$ cat src/hw/rtl/twp_fifo.sv
`timescale 1ns / 1ps
// Small register queue used between the front and back parts and on the result side.
// Depends on nothing but its parameters.
module twp_fifo #(
   parameter int WIDTH = 8,
   parameter int DEPTH = 2
) (
   input  logic             clock,
   input  logic             reset,
   input  logic             push,
   input  logic [WIDTH-1:0] wdata,
   output logic             full,
   input  logic             pop,
   output logic [WIDTH-1:0] rdata,
   output logic             empty
);

   localparam int PTR_W = (DEPTH > 1) ? $clog2(DEPTH) : 1;
   localparam int CNT_W = $clog2(DEPTH + 1);

   logic [WIDTH-1:0] mem_ff [DEPTH];
   logic [PTR_W-1:0] wr_ptr_ff, wr_ptr_in, rd_ptr_ff, rd_ptr_in;
   logic [CNT_W-1:0] count_ff, count_in;
   logic             do_push, do_pop;

   assign full    = (count_ff == CNT_W'(DEPTH));
   assign empty   = (count_ff == '0);
   assign do_push = push && !full;
   assign do_pop  = pop && !empty;
   assign rdata   = mem_ff[rd_ptr_ff];

   // Pointer and fill count update.
   always_comb begin
      wr_ptr_in = wr_ptr_ff;
      rd_ptr_in = rd_ptr_ff;
      count_in  = count_ff;
      if (do_push) begin
         wr_ptr_in = (wr_ptr_ff == PTR_W'(DEPTH - 1)) ? '0 : wr_ptr_ff + 1'b1;
      end
      if (do_pop) begin
         rd_ptr_in = (rd_ptr_ff == PTR_W'(DEPTH - 1)) ? '0 : rd_ptr_ff + 1'b1;
      end
      if (do_push && !do_pop) begin
         count_in = count_ff + 1'b1;
      end else if (do_pop && !do_push) begin
         count_in = count_ff - 1'b1;
      end
   end

   always_ff @(posedge clock) begin
      if (reset) begin
         wr_ptr_ff <= '0;
         rd_ptr_ff <= '0;
         count_ff  <= '0;
      end else begin
         wr_ptr_ff <= wr_ptr_in;
         rd_ptr_ff <= rd_ptr_in;
         count_ff  <= count_in;
      end
   end

   // Storage needs no reset.
   always_ff @(posedge clock) begin
      if (do_push) begin
         mem_ff[wr_ptr_ff] <= wdata;
      end
   end

endmodule

$ cat config.mk
export PLATFORM = sky130hd
export DESIGN_NAME = twp_fifo
export DESIGN_NICKNAME = d
export VERILOG_FILES = /design/src/hw/rtl/twp_fifo.sv
export SDC_FILE = /design/constraint.sdc
export NUM_CORES = 1
export LEC_CHECK = 0
export ABC_AREA = 1
export BUFFER_PORTS_ARGS = -buffer_cell sky130_fd_sc_hd__buf_2
export CORE_UTILIZATION = 53
export CTS_CLUSTER_SIZE = 24
export DETAILED_ROUTE_END_ITERATION = 8
export PLACE_DENSITY = 0.85
export SLEW_MARGIN = 20
export SYNTH_ARGS = -nofsm -noshare
export SYNTH_HDL_FRONTEND = slang
export SYNTH_SLANG_ARGS = --single-unit
export TNS_END_PERCENT = 5
$ cat constraint.sdc
create_clock -name clock -period 3.5 [get_ports clock]
set_clock_uncertainty 0.1 [all_clocks]
set_input_delay 0.7 -clock clock [delete_from_list [all_inputs] [get_ports clock]]
set_output_delay 0.7 -clock clock [all_outputs]
set_load 0.03 [all_outputs]
==> impl_results.md <==
* Final worst path period need at 2.19 ns
* Vias in the first global route at between 500 and 600
* Final Hold Viols at 0
* First DRT Iteration DRCs at 5
* Reg2Reg Depth at 2
* Initial antenna violation count at 0
* Hpwl dp at just over 900 um
* Final Cycle Share at 62.7%
* Clk network pwr share at between 10% and 20%
* Slew margin rel. at 54.8%
* Top cell type's share of synthesized area at 58.0%
* Post-Syn Area at 828 sq um
* Synthesis-to-finish area growth at 17.5%
* Routed len/inst at 11.8 um
* Multi-input gate area at roughly 210 sq um
* Fin area at 973 sq um
* Total gr overflow at 0
* Clk Latency, worst-skew pair at 0.30 ns
* Clock slew seen by the registers of the worst setup and hold paths at about 0.1 ns
* Most frequent cells in the layout: buf_2, edfxtp_1, nor2_1
* Setup TNS at 0 ns
* Sinks on Clock Net at 21
* Syn nets at 75
* Final non-filler cell total at between 100 and 150
* Area leader, netlist: edfxtp_1
* Largest net degree at the start of global routing at 12
* Syn Area/Cell at around 13 sq um
* Worst Path Class, Setup: reg2out
* Ports at 22
* Commonest non-fill, non-tap cell in the layout: buf_2
* Int Power at 0.457 mW
* Hold Crit Endpoint: wr_ptr_ff
* Max Freq at 0.456 GHz
* Fraction of layout cells with a size suffix above 1 at 43.0%
* VDD IR max at 0.534 mV
* Reg2reg start: count_ff[0]
* N_diodes at 0
* Sw power at 0.268 mW
* Layout filler cell count at 100
* Final #Nets at 100
* Rows at 13
* First-pass GRT wire length at 2.15 mm
* Ranking of synthesized cells by area: edfxtp_1, dfxtp_1, mux2_2
* Initial core utilization at around three fifths
* Number of gates resized after CTS at 0
* Post-synthesis register bit count at 21
* Post-Place Cells at 97
* Max-slew violations at 0
* Die W at about 42 um
* Yosys cell types at 16
* All-Layer GR Usage at 17.0%
* Post-Syn Instances at 62
* Crit Reg-Reg Endpoint: mem_ff[0][4]
* Core area at approximately 1400 sq um
* Hold_sp: wr_ptr_ff
* H-tree depth at 1
* Total wire length at 1.19 mm
* RSZ-0062 raised after global routing: false
* Switch share at between 30% and 40%
* Post-CTS Hold Fix Bufs at 0
* Full die area at 1720 sq um
* GP Congestion at 0.676
* Num CTS Buffers at 3
* Port-buffer cells at 21
* Status: complete, no violations
* Element type at the critical path end: output port
* Comb pwr share at 36.0%
* Pre-antenna DRT Iters at 4
* Via density at 5.01
* Cell Area, Placed at 947 sq um
* Required time worst endpoint at 2.70 ns
* CTS root buffer: clkbuf_4
* Drc violations at 0
* Lkg Pwr at a little over 0.4 nW
* Reg area at 581 sq um
* Post-CTS setup buffer count at 0
* Via count at approximately 510
* CTS tree: built
* PwrDens at 745 nW/um^2
* Endpoints failing setup at 0
* WHS Path Cells at 2
* CP max FO at 8
* Ys Warns at 0
* Reg-to-reg slack, setup at between 1.5 and 2 ns
* Die H at 41.5 um
* Post-DRT Antenna Nets at 0
* Clock tree buffer depth at 2
* Register share of total power at between 40% and 50%
* Worst EP arrival at ~1.4 ns
* Hold Path Class: reg2reg
* Seq/Total Area, Yosys at 70.1%
* Slew @ Worst Pin at 0.675 ns
* Max-Cap Viols at 0
* Type of origin of the critical path: flip-flop
metal layers:
layer | track usage (%) | vias up | share of wire [%]
li1 | - | 262 | -
met1 | 19.9 | 226 | 44
met2 | 27.5 | 14 | 50
met3 | 5.22 | 4 | 4.0
met4 | 9.68 | 0 | 1.9
met5 | 0 | - | 0
how the worst max path moves through the flow:
stage | from | endpoint | cells after the start
floorplan | flip-flop | rdata[0] | 2
global placement | flip-flop | rdata[3] | 2
detailed placement | push | mem_ff[1][7] | 3
CTS | flip-flop | rdata[0] | 2
global route | flip-flop | rdata[1] | 2
finish | flip-flop | rdata[3] | 2
power by group through the flow:
stage / Sequential, mW / Clock [mW] / Combinational (mW)
final: 0.352 / 0.112 / 0.261
after global routing: 0.360 / 0.128 / 0.288
after CTS: 0.353 / 0.116 / 0.264
after detailed placement: 0.359 / 0 / 0.263
after global placement: 0.357 / 0 / 0.255
after floorplan: 0.344 / 0 / 0.214
sequential cells by signal, summed over array words and instances, names as in the netlist, named ones only:
signal     flops
mem_ff        16
rd_ptr_ff      1
count_ff       2
wr_ptr_ff      1
layout make-up:
class / count / area share, %
Clock buffer: 4 / 2.70
Multi-Input combinational cell: 31 / 21.5
Sequential cell: 21 / 59.6
Timing Repair Buffer: 21 / 10.8
Tap cell: 15 / 1.93
Inverter: 9 / 3.47
cell families (layout without fill, tap and decap cells):
group	Yosys count	count (layout)	share of synthesized area, %
AOI/OAI and AO/OA	6	6	4.53
DFF	21	21	70.1
and+or+nand+nor	16	16	8.31
muxes	8	8	10.9
buffers and inverters	10	34	4.68
adders and majority gates	1	1	1.51
worst max-delay path: stages, from the launching register on:
cell,delay [ns]
dfxtp_1,0.54
mux2_2,0.38
buf_2,0.18
synth_stat cells:
cell / count
dfxtp_1: 5
o21ai_0: 2
edfxtp_1: 16
nor2_1: 9
inv_1: 7
a21oi_1: 1
and2_4: 1
nand4_1: 1
o21ai_1: 1
o21ai_2: 2
buf_2: 1
mux2_2: 8
nand3_1: 1
nand2_1: 4
inv_2: 2
ha_1: 1
through the flow:
stage	setup WS [ns]	total power, mW	hold WS (ns)	util (%)
finish	1.31	0.726	0.416	70.4
global route	1.24	0.775	0.444	70.4
CTS	1.28	0.734	0.413	70.4
detailed placement	1.61	0.623	0.397	68.5
global placement	1.63	0.612	0.392	68.5
floorplan	1.82	0.558	0.374	-
Note: power is estimated with default switching activity, not from simulation.
