$ cat src/hw/rtl/twp_pkg.sv
`timescale 1ns / 1ps
// Shared types, field widths, status and register codes of the timing-wheel pacer.
// Depends on nothing; every other file of the block but twp_fifo imports it.
package twp_pkg;

   localparam int TIME_W     = 64;
   localparam int GRAN_W     = 32;
   localparam int HOR_W      = 40;
   localparam int LIMIT_W    = 13;
   localparam int OCC_W      = 13;
   localparam int HANDLE_W   = 12;
   localparam int STATUS_W   = 3;
   localparam int CSR_IDX_W  = 2;
   localparam int CSR_DATA_W = 40;

   // Number of descriptor indices, the depth of the link store.
   localparam int HANDLE_SPACE = 1 << HANDLE_W;

   // Register indexes of the configuration port.
   localparam logic [CSR_IDX_W-1:0] CSR_GRANULARITY = 2'd0;
   localparam logic [CSR_IDX_W-1:0] CSR_HORIZON     = 2'd1;
   localparam logic [CSR_IDX_W-1:0] CSR_QUEUE_LIMIT = 2'd2;

   // Register values after reset.
   localparam logic [GRAN_W-1:0]  GRAN_RESET  = 32'd1000;
   localparam logic [HOR_W-1:0]   HOR_RESET   = 40'd1023000;
   localparam logic [LIMIT_W-1:0] LIMIT_RESET = 13'd4096;

   // Result status codes.
   localparam logic [STATUS_W-1:0] ST_ACCEPTED = 3'd0;
   localparam logic [STATUS_W-1:0] ST_DROPPED  = 3'd1;
   localparam logic [STATUS_W-1:0] ST_PACKET   = 3'd2;
   localparam logic [STATUS_W-1:0] ST_EMPTY    = 3'd3;
   localparam logic [STATUS_W-1:0] ST_NOT_DUE  = 3'd4;

   // Action codes of a request.
   localparam logic ACT_ENQUEUE = 1'b0;
   localparam logic ACT_DEQUEUE = 1'b1;

   typedef struct packed {
      logic                action;
      logic [TIME_W-1:0]   now_time;
      logic [TIME_W-1:0]   send_time;
      logic [HANDLE_W-1:0] packet_handle;
   } req_type;

   typedef struct packed {
      logic [STATUS_W-1:0] status;
      logic [HANDLE_W-1:0] out_handle;
      logic [TIME_W-1:0]   retry_time;
      logic [OCC_W-1:0]    occupancy;
   } rsp_type;

   // Effective settings derived from the configuration registers.
   typedef struct packed {
      logic [GRAN_W-1:0]  gran;
      logic [HOR_W-1:0]   horizon;
      logic [LIMIT_W-1:0] limit;
   } cfg_type;

   // Saturating 64-bit add.
   function automatic logic [TIME_W-1:0] sat_add(input logic [TIME_W-1:0] a,
                                                 input logic [TIME_W-1:0] b);
      logic [TIME_W:0] sum;
      sum = {1'b0, a} + {1'b0, b};
      return sum[TIME_W] ? {TIME_W{1'b1}} : sum[TIME_W-1:0];
   endfunction

endpackage

$ cat src/hw/rtl/twp_front.sv
`timescale 1ns / 1ps
// Front part: configuration registers, derived settings and the request input stage.
// Depends on twp_pkg for the request and settings types.
module twp_front import twp_pkg::*; #(
   parameter int NUM_BUCKETS = 1024,
   parameter int CAPACITY    = 4096
) (
   input  logic                  clock,
   input  logic                  reset,
   input  logic                  csr_we,
   input  logic [CSR_IDX_W-1:0]  csr_index,
   input  logic [CSR_DATA_W-1:0] csr_wdata,
   input  logic                  push,
   output logic                  full,
   input  req_type               req_data,
   input  logic                  clearing,
   output logic                  cmd_push,
   output req_type               cmd_data,
   input  logic                  cmd_full,
   output cfg_type               cfg
);

   localparam int BW     = $clog2(NUM_BUCKETS);
   localparam int SPAN_W = GRAN_W + BW;
   localparam int CMP_W  = (SPAN_W > HOR_W) ? SPAN_W : HOR_W;
   localparam logic [BW-1:0] SPAN_MUL = BW'(NUM_BUCKETS - 1);

   logic [GRAN_W-1:0]  gran_ff, gran_in;
   logic [HOR_W-1:0]   hor_ff, hor_in;
   logic [LIMIT_W-1:0] limit_ff, limit_in;
   logic [GRAN_W-1:0]  gran_eff;
   logic [SPAN_W-1:0]  span_ff;
   cfg_type            cfg_ff, cfg_in;
   logic               stage_valid_ff, stage_valid_in;
   req_type            stage_ff;
   logic               accept;

   // Register writes; an index past the list is ignored.
   always_comb begin
      gran_in  = gran_ff;
      hor_in   = hor_ff;
      limit_in = limit_ff;
      if (csr_we) begin
         case (csr_index)
            CSR_GRANULARITY: gran_in  = csr_wdata[GRAN_W-1:0];
            CSR_HORIZON:     hor_in   = csr_wdata[HOR_W-1:0];
            CSR_QUEUE_LIMIT: limit_in = csr_wdata[LIMIT_W-1:0];
            default:         gran_in  = gran_ff;
         endcase
      end
   end

   always_ff @(posedge clock) begin
      if (reset) begin
         gran_ff  <= GRAN_RESET;
         hor_ff   <= HOR_RESET;
         limit_ff <= LIMIT_RESET;
      end else begin
         gran_ff  <= gran_in;
         hor_ff   <= hor_in;
         limit_ff <= limit_in;
      end
   end

   // A zero granularity counts as one nanosecond.
   assign gran_eff = (gran_ff == '0) ? GRAN_W'(1) : gran_ff;

   // The horizon saturates at the wheel span; the limit saturates at the capacity.
   always_comb begin
      cfg_in.gran    = gran_eff;
      cfg_in.horizon = (CMP_W'(hor_ff) < CMP_W'(span_ff)) ? hor_ff : HOR_W'(span_ff);
      cfg_in.limit   = (32'(limit_ff) > 32'(CAPACITY)) ? LIMIT_W'(CAPACITY) : limit_ff;
   end

   always_ff @(posedge clock) begin
      span_ff <= SPAN_W'(gran_eff * SPAN_MUL);
      cfg_ff  <= cfg_in;
   end

   assign cfg = cfg_ff;

   // Input stage: one request held until the command queue takes it.
   assign full     = clearing || (stage_valid_ff && cmd_full);
   assign accept   = push && !full;
   assign cmd_push = stage_valid_ff && !cmd_full;
   assign cmd_data = stage_ff;
   assign stage_valid_in = accept || (stage_valid_ff && cmd_full);

   always_ff @(posedge clock) begin
      if (reset) begin
         stage_valid_ff <= 1'b0;
      end else begin
         stage_valid_ff <= stage_valid_in;
      end
   end

   always_ff @(posedge clock) begin
      if (accept) begin
         stage_ff <= req_data;
      end
   end

endmodule

$ cat config.mk
export PLATFORM = sky130hd
export DESIGN_NAME = twp_front
export DESIGN_NICKNAME = d
export VERILOG_FILES = /design/src/hw/rtl/twp_pkg.sv /design/src/hw/rtl/twp_front.sv
export SDC_FILE = /design/constraint.sdc
export NUM_CORES = 1
export LEC_CHECK = 0
export ABC_AREA = 0
export BUFFER_PORTS_ARGS = -buffer_cell sky130_fd_sc_hd__buf_4
export CORE_MARGIN = 2
export CORE_UTILIZATION = 45
export CTS_BUF_LIST = sky130_fd_sc_hd__clkbuf_8 sky130_fd_sc_hd__clkbuf_16
export DETAILED_ROUTE_END_ITERATION = 12
export PLACE_DENSITY = 0.68
export SLEW_MARGIN = 20
export SYNTH_ARGS = -nofsm -noshare
export SYNTH_HDL_FRONTEND = slang
export SYNTH_SLANG_ARGS = --single-unit
$ cat constraint.sdc
create_clock -name clock -period 19 [get_ports clock]
set_input_delay 2.85 -clock clock [delete_from_list [all_inputs] [get_ports clock]]
set_output_delay 2.85 -clock clock [all_outputs]
set_load 0.01 [all_outputs]
==> metrics.yaml <==
layout_min_cycle_time_ps: 7170
syn_area_um2: 18500
worst_slew_pin_slew_ps: 1030
drv_cap: 0
grt_use_met2_pct: 46.7
leakagePower_nw: 11.2
die_x_um: 207
hp-class: "register to register"
fill_cells: 3477
cts.sinks: 353
synth_top_family_by_area: "adder cells"
rows: 74
netlist.top_cell.by_area: "dfxtp_1"
synth_seq_area_share_pct: 45.7
hpwlAfterDp_um: 49800
syn-num-nets: 2134
cts.repair.resized: 0
synth_cell_types: 62
cts_buffers: 39
drt_first_iter_violations: 989
postRouteAntennaNets: 0
critPathCaptureType: "register"
drc: 0
cp.required_ps: 19420
reg2reg_slack_ps: 11830
final_util_pct: 57.3
synth_xor_area_share_pct: 2.46
syn_to_final_growth_pct: 25.9
routabilityCongestion: 0.898
synth_compound_area_share_pct: 8.29
clkSlewWorstSetupHoldPaths_ps: 60
coreArea_um2: 40700
rsz0062_at_grt: "no"
viasPerCell: 5.07
dr.pass1.iters: 5
critPathKind: "register to register"
ys_warn_count: 0
path_max_fanout: 10
hold_violations: 0
cts.path.max_buffers: 3
grt_use_met3_pct: 4.65
synthMuxAreaShare_pct: 2.48
syn_area_per_cell_um2: 11.2
cts_tree: "done"
drive_gt1_share_pct: 25.4
root_buffer: "clkbuf_16"
status: "completed"
cts_post_setup_buffers_inserted: 0
ys_ff_latch: 353
antenna_found_initial: 7
synth-simple-area-share_pct: 7.76
track_usage_pct: 27.7
grt_max_degree: 87
fin_nets: 2514
slew_headroom_pct: 31.1
start_util_pct: 45.5
ios: 417
grt-ovfl-total: 0
fp.dieArea_um2: 42900
grt.busiest_layer: "met2"
grt_pass1_wl_um: 88200
drv_slew: 0
async_reset_ff_share_pct: 0
vias: 13200
ir_worst_vdd_mv: 0.112
postCtsHoldBufs: 0
skew_ps: 19.3
fmax_ghz: 0.139
cp_data_arrival_time_ps: 7590
grt_use_met1_pct: 37.1
cp-start-kind: "register"
insertion_delay_ps: 550
yosys.area_share.adder_pct: 25.8
fin_tns_setup_ps: 0
h-tree-depth: 2
synthTopCellsByArea: "dfxtp_1 (23%), edfxtp_1 (23%), fa_1 (17%), ha_1 (8.5%), inv_1 (5.8%)"
min_period_over_period_pct: 37.7
synth_cells: 1659
grt_pass1_vias: 13400
setup_viol: 0
synth_top_area_share_pct: 22.9
wl_per_cell_um: 23.0
ys.flop_type: "dfxtp_1"
routed_wl_um: 59800
port_buffers: 416
die_height_um: 207
synth_edf_count: 141
powerDensity_nw_per_um2: 123
-- cell type report --
class | count | area, um2 | share of cell area, %
antenna | 4 | 10.0 | 0.0429
clock buffer | 42 | 1030 | 4.40
clock inverter | 29 | 246 | 1.06
inverter | 286 | 1070 | 4.60
multi-input combinational | 939 | 8700 | 37.3
sequential | 353 | 8480 | 36.3
tap | 532 | 666 | 2.85
timing repair buffer | 420 | 3150 | 13.5
-- state kept, by name, indices dropped and copies added (netlist names) --
signal / count
stage_valid_ff: 1
limit_ff: 13
cfg: 85
span_ff: 41
gran_ff: 32
hor_ff: 40
cmd_data: 141
-- metal layers --
metal	wire length, um	share of wire (%)
met5	13	0.022
met4	1390	2.3
met3	3640	6.1
met2	29300	49
met1	25500	43
-- logic make-up (layout without fill, tap and decap cells) --
kind of cell	Yosys count	in the layout
AOI/OAI and AO/OA	241	241
and+or+nand+nor	318	318
buffers and inverters	367	777
other	0	4
adders and majority gates	287	287
DFF	353	353
muxes	41	41
xor gates and xnor gates	52	52
-- per-stage QoR --
step	instances	cell area, um2	worst slack (ps)	hold slack [ps]	total power, mW
floorplan	1659	18500	12190	432	1.78
global placement	2530	22100	12020	389	2.11
detailed placement	2530	22100	11880	390	2.12
CTS	2601	23300	11830	398	2.87
global route	2605	23400	11520	412	3.07
finish	2605	23400	11830	400	2.87
-- layout by cell type, fill, tap and decap left out, types with 5 or more instances in the layout --
cell type  instances
a21oi_1          108
a31oi_1            6
nor2_1            34
and3_1             5
fa_1             160
nand4_1           12
nand3b_1          14
dfxtp_1          212
buf_4            420
o21a_1             5
clkinv_2           5
nand3_1            9
o21bai_1           7
o21ai_0           23
mux2_2            36
edfxtp_1         141
ha_1             126
nand2b_1           6
xnor2_1           28
a211oi_1           7
a211o_1            5
inv_1            299
nor4_1            12
xor2_1            24
a21o_1            47
nand2_1          192
nor2b_1           18
clkbuf_16         40
-- cell usage after synthesis (3+ instances only) --
cell / count
a211o_1: 5
a211oi_1: 7
a21o_1: 47
a21oi_1: 109
a31oi_1: 6
and2_1: 4
and3_1: 5
and3b_1: 3
buf_1: 4
buf_2: 4
clkbuf_1: 72
dfxtp_1: 212
edfxtp_1: 141
fa_1: 160
ha_1: 126
inv_1: 286
mux2_1: 4
mux2_2: 36
nand2_1: 192
nand2b_1: 6
nand3_1: 9
nand3b_1: 14
nand4_1: 12
nor2_1: 34
nor2b_1: 18
nor3_1: 3
nor4_1: 12
o211ai_1: 3
o21a_1: 5
o21ai_0: 23
o21ai_1: 3
o21bai_1: 7
xnor2_1: 28
xor2_1: 24
-- final timing paths --
kind                                 start                   to  cells past startpoint
setup reg to reg  gran_ff[31]$_SDFFE_PP0P_  span_ff[36]$_DFF_P_                     26
hold / removal    gran_ff[19]$_SDFFE_PP0P_      cfg[72]$_DFF_P_                      0
hold reg to reg   gran_ff[19]$_SDFFE_PP0P_      cfg[72]$_DFF_P_                      0
setup / recovery  gran_ff[31]$_SDFFE_PP0P_  span_ff[36]$_DFF_P_                     26
-- critical path: stages, from the launching register on --
cell and delay [ps]:
dfxtp_1 450, nor4_1 790, nand4_1 170, o21bai_1 370, nor2_1 80, nor2_1 260, ha_1 230, inv_1 80
nand2_1 80, inv_1 100, fa_1 550, inv_1 60, fa_1 380, fa_1 520, inv_1 50, fa_1 470
inv_1 40, ha_1 370, nand2_1 80, o21ai_0 90, or3b_1 360, a221o_1 440, a41oi_2 310, o31a_4 220
nor2_1 40, a2111oi_0 390, nor2_1 70
-- report_power, final --
| group | internal (mW) | switching (mW) | total, mW |
|---|---|---|---|
| Combinational | 0.501 | 0.696 | 1.20 |
| Clock | 0.435 | 0.311 | 0.746 |
| Sequential | 0.880 | 0.0440 | 0.924 |
(Power assumes the default switching activity.)
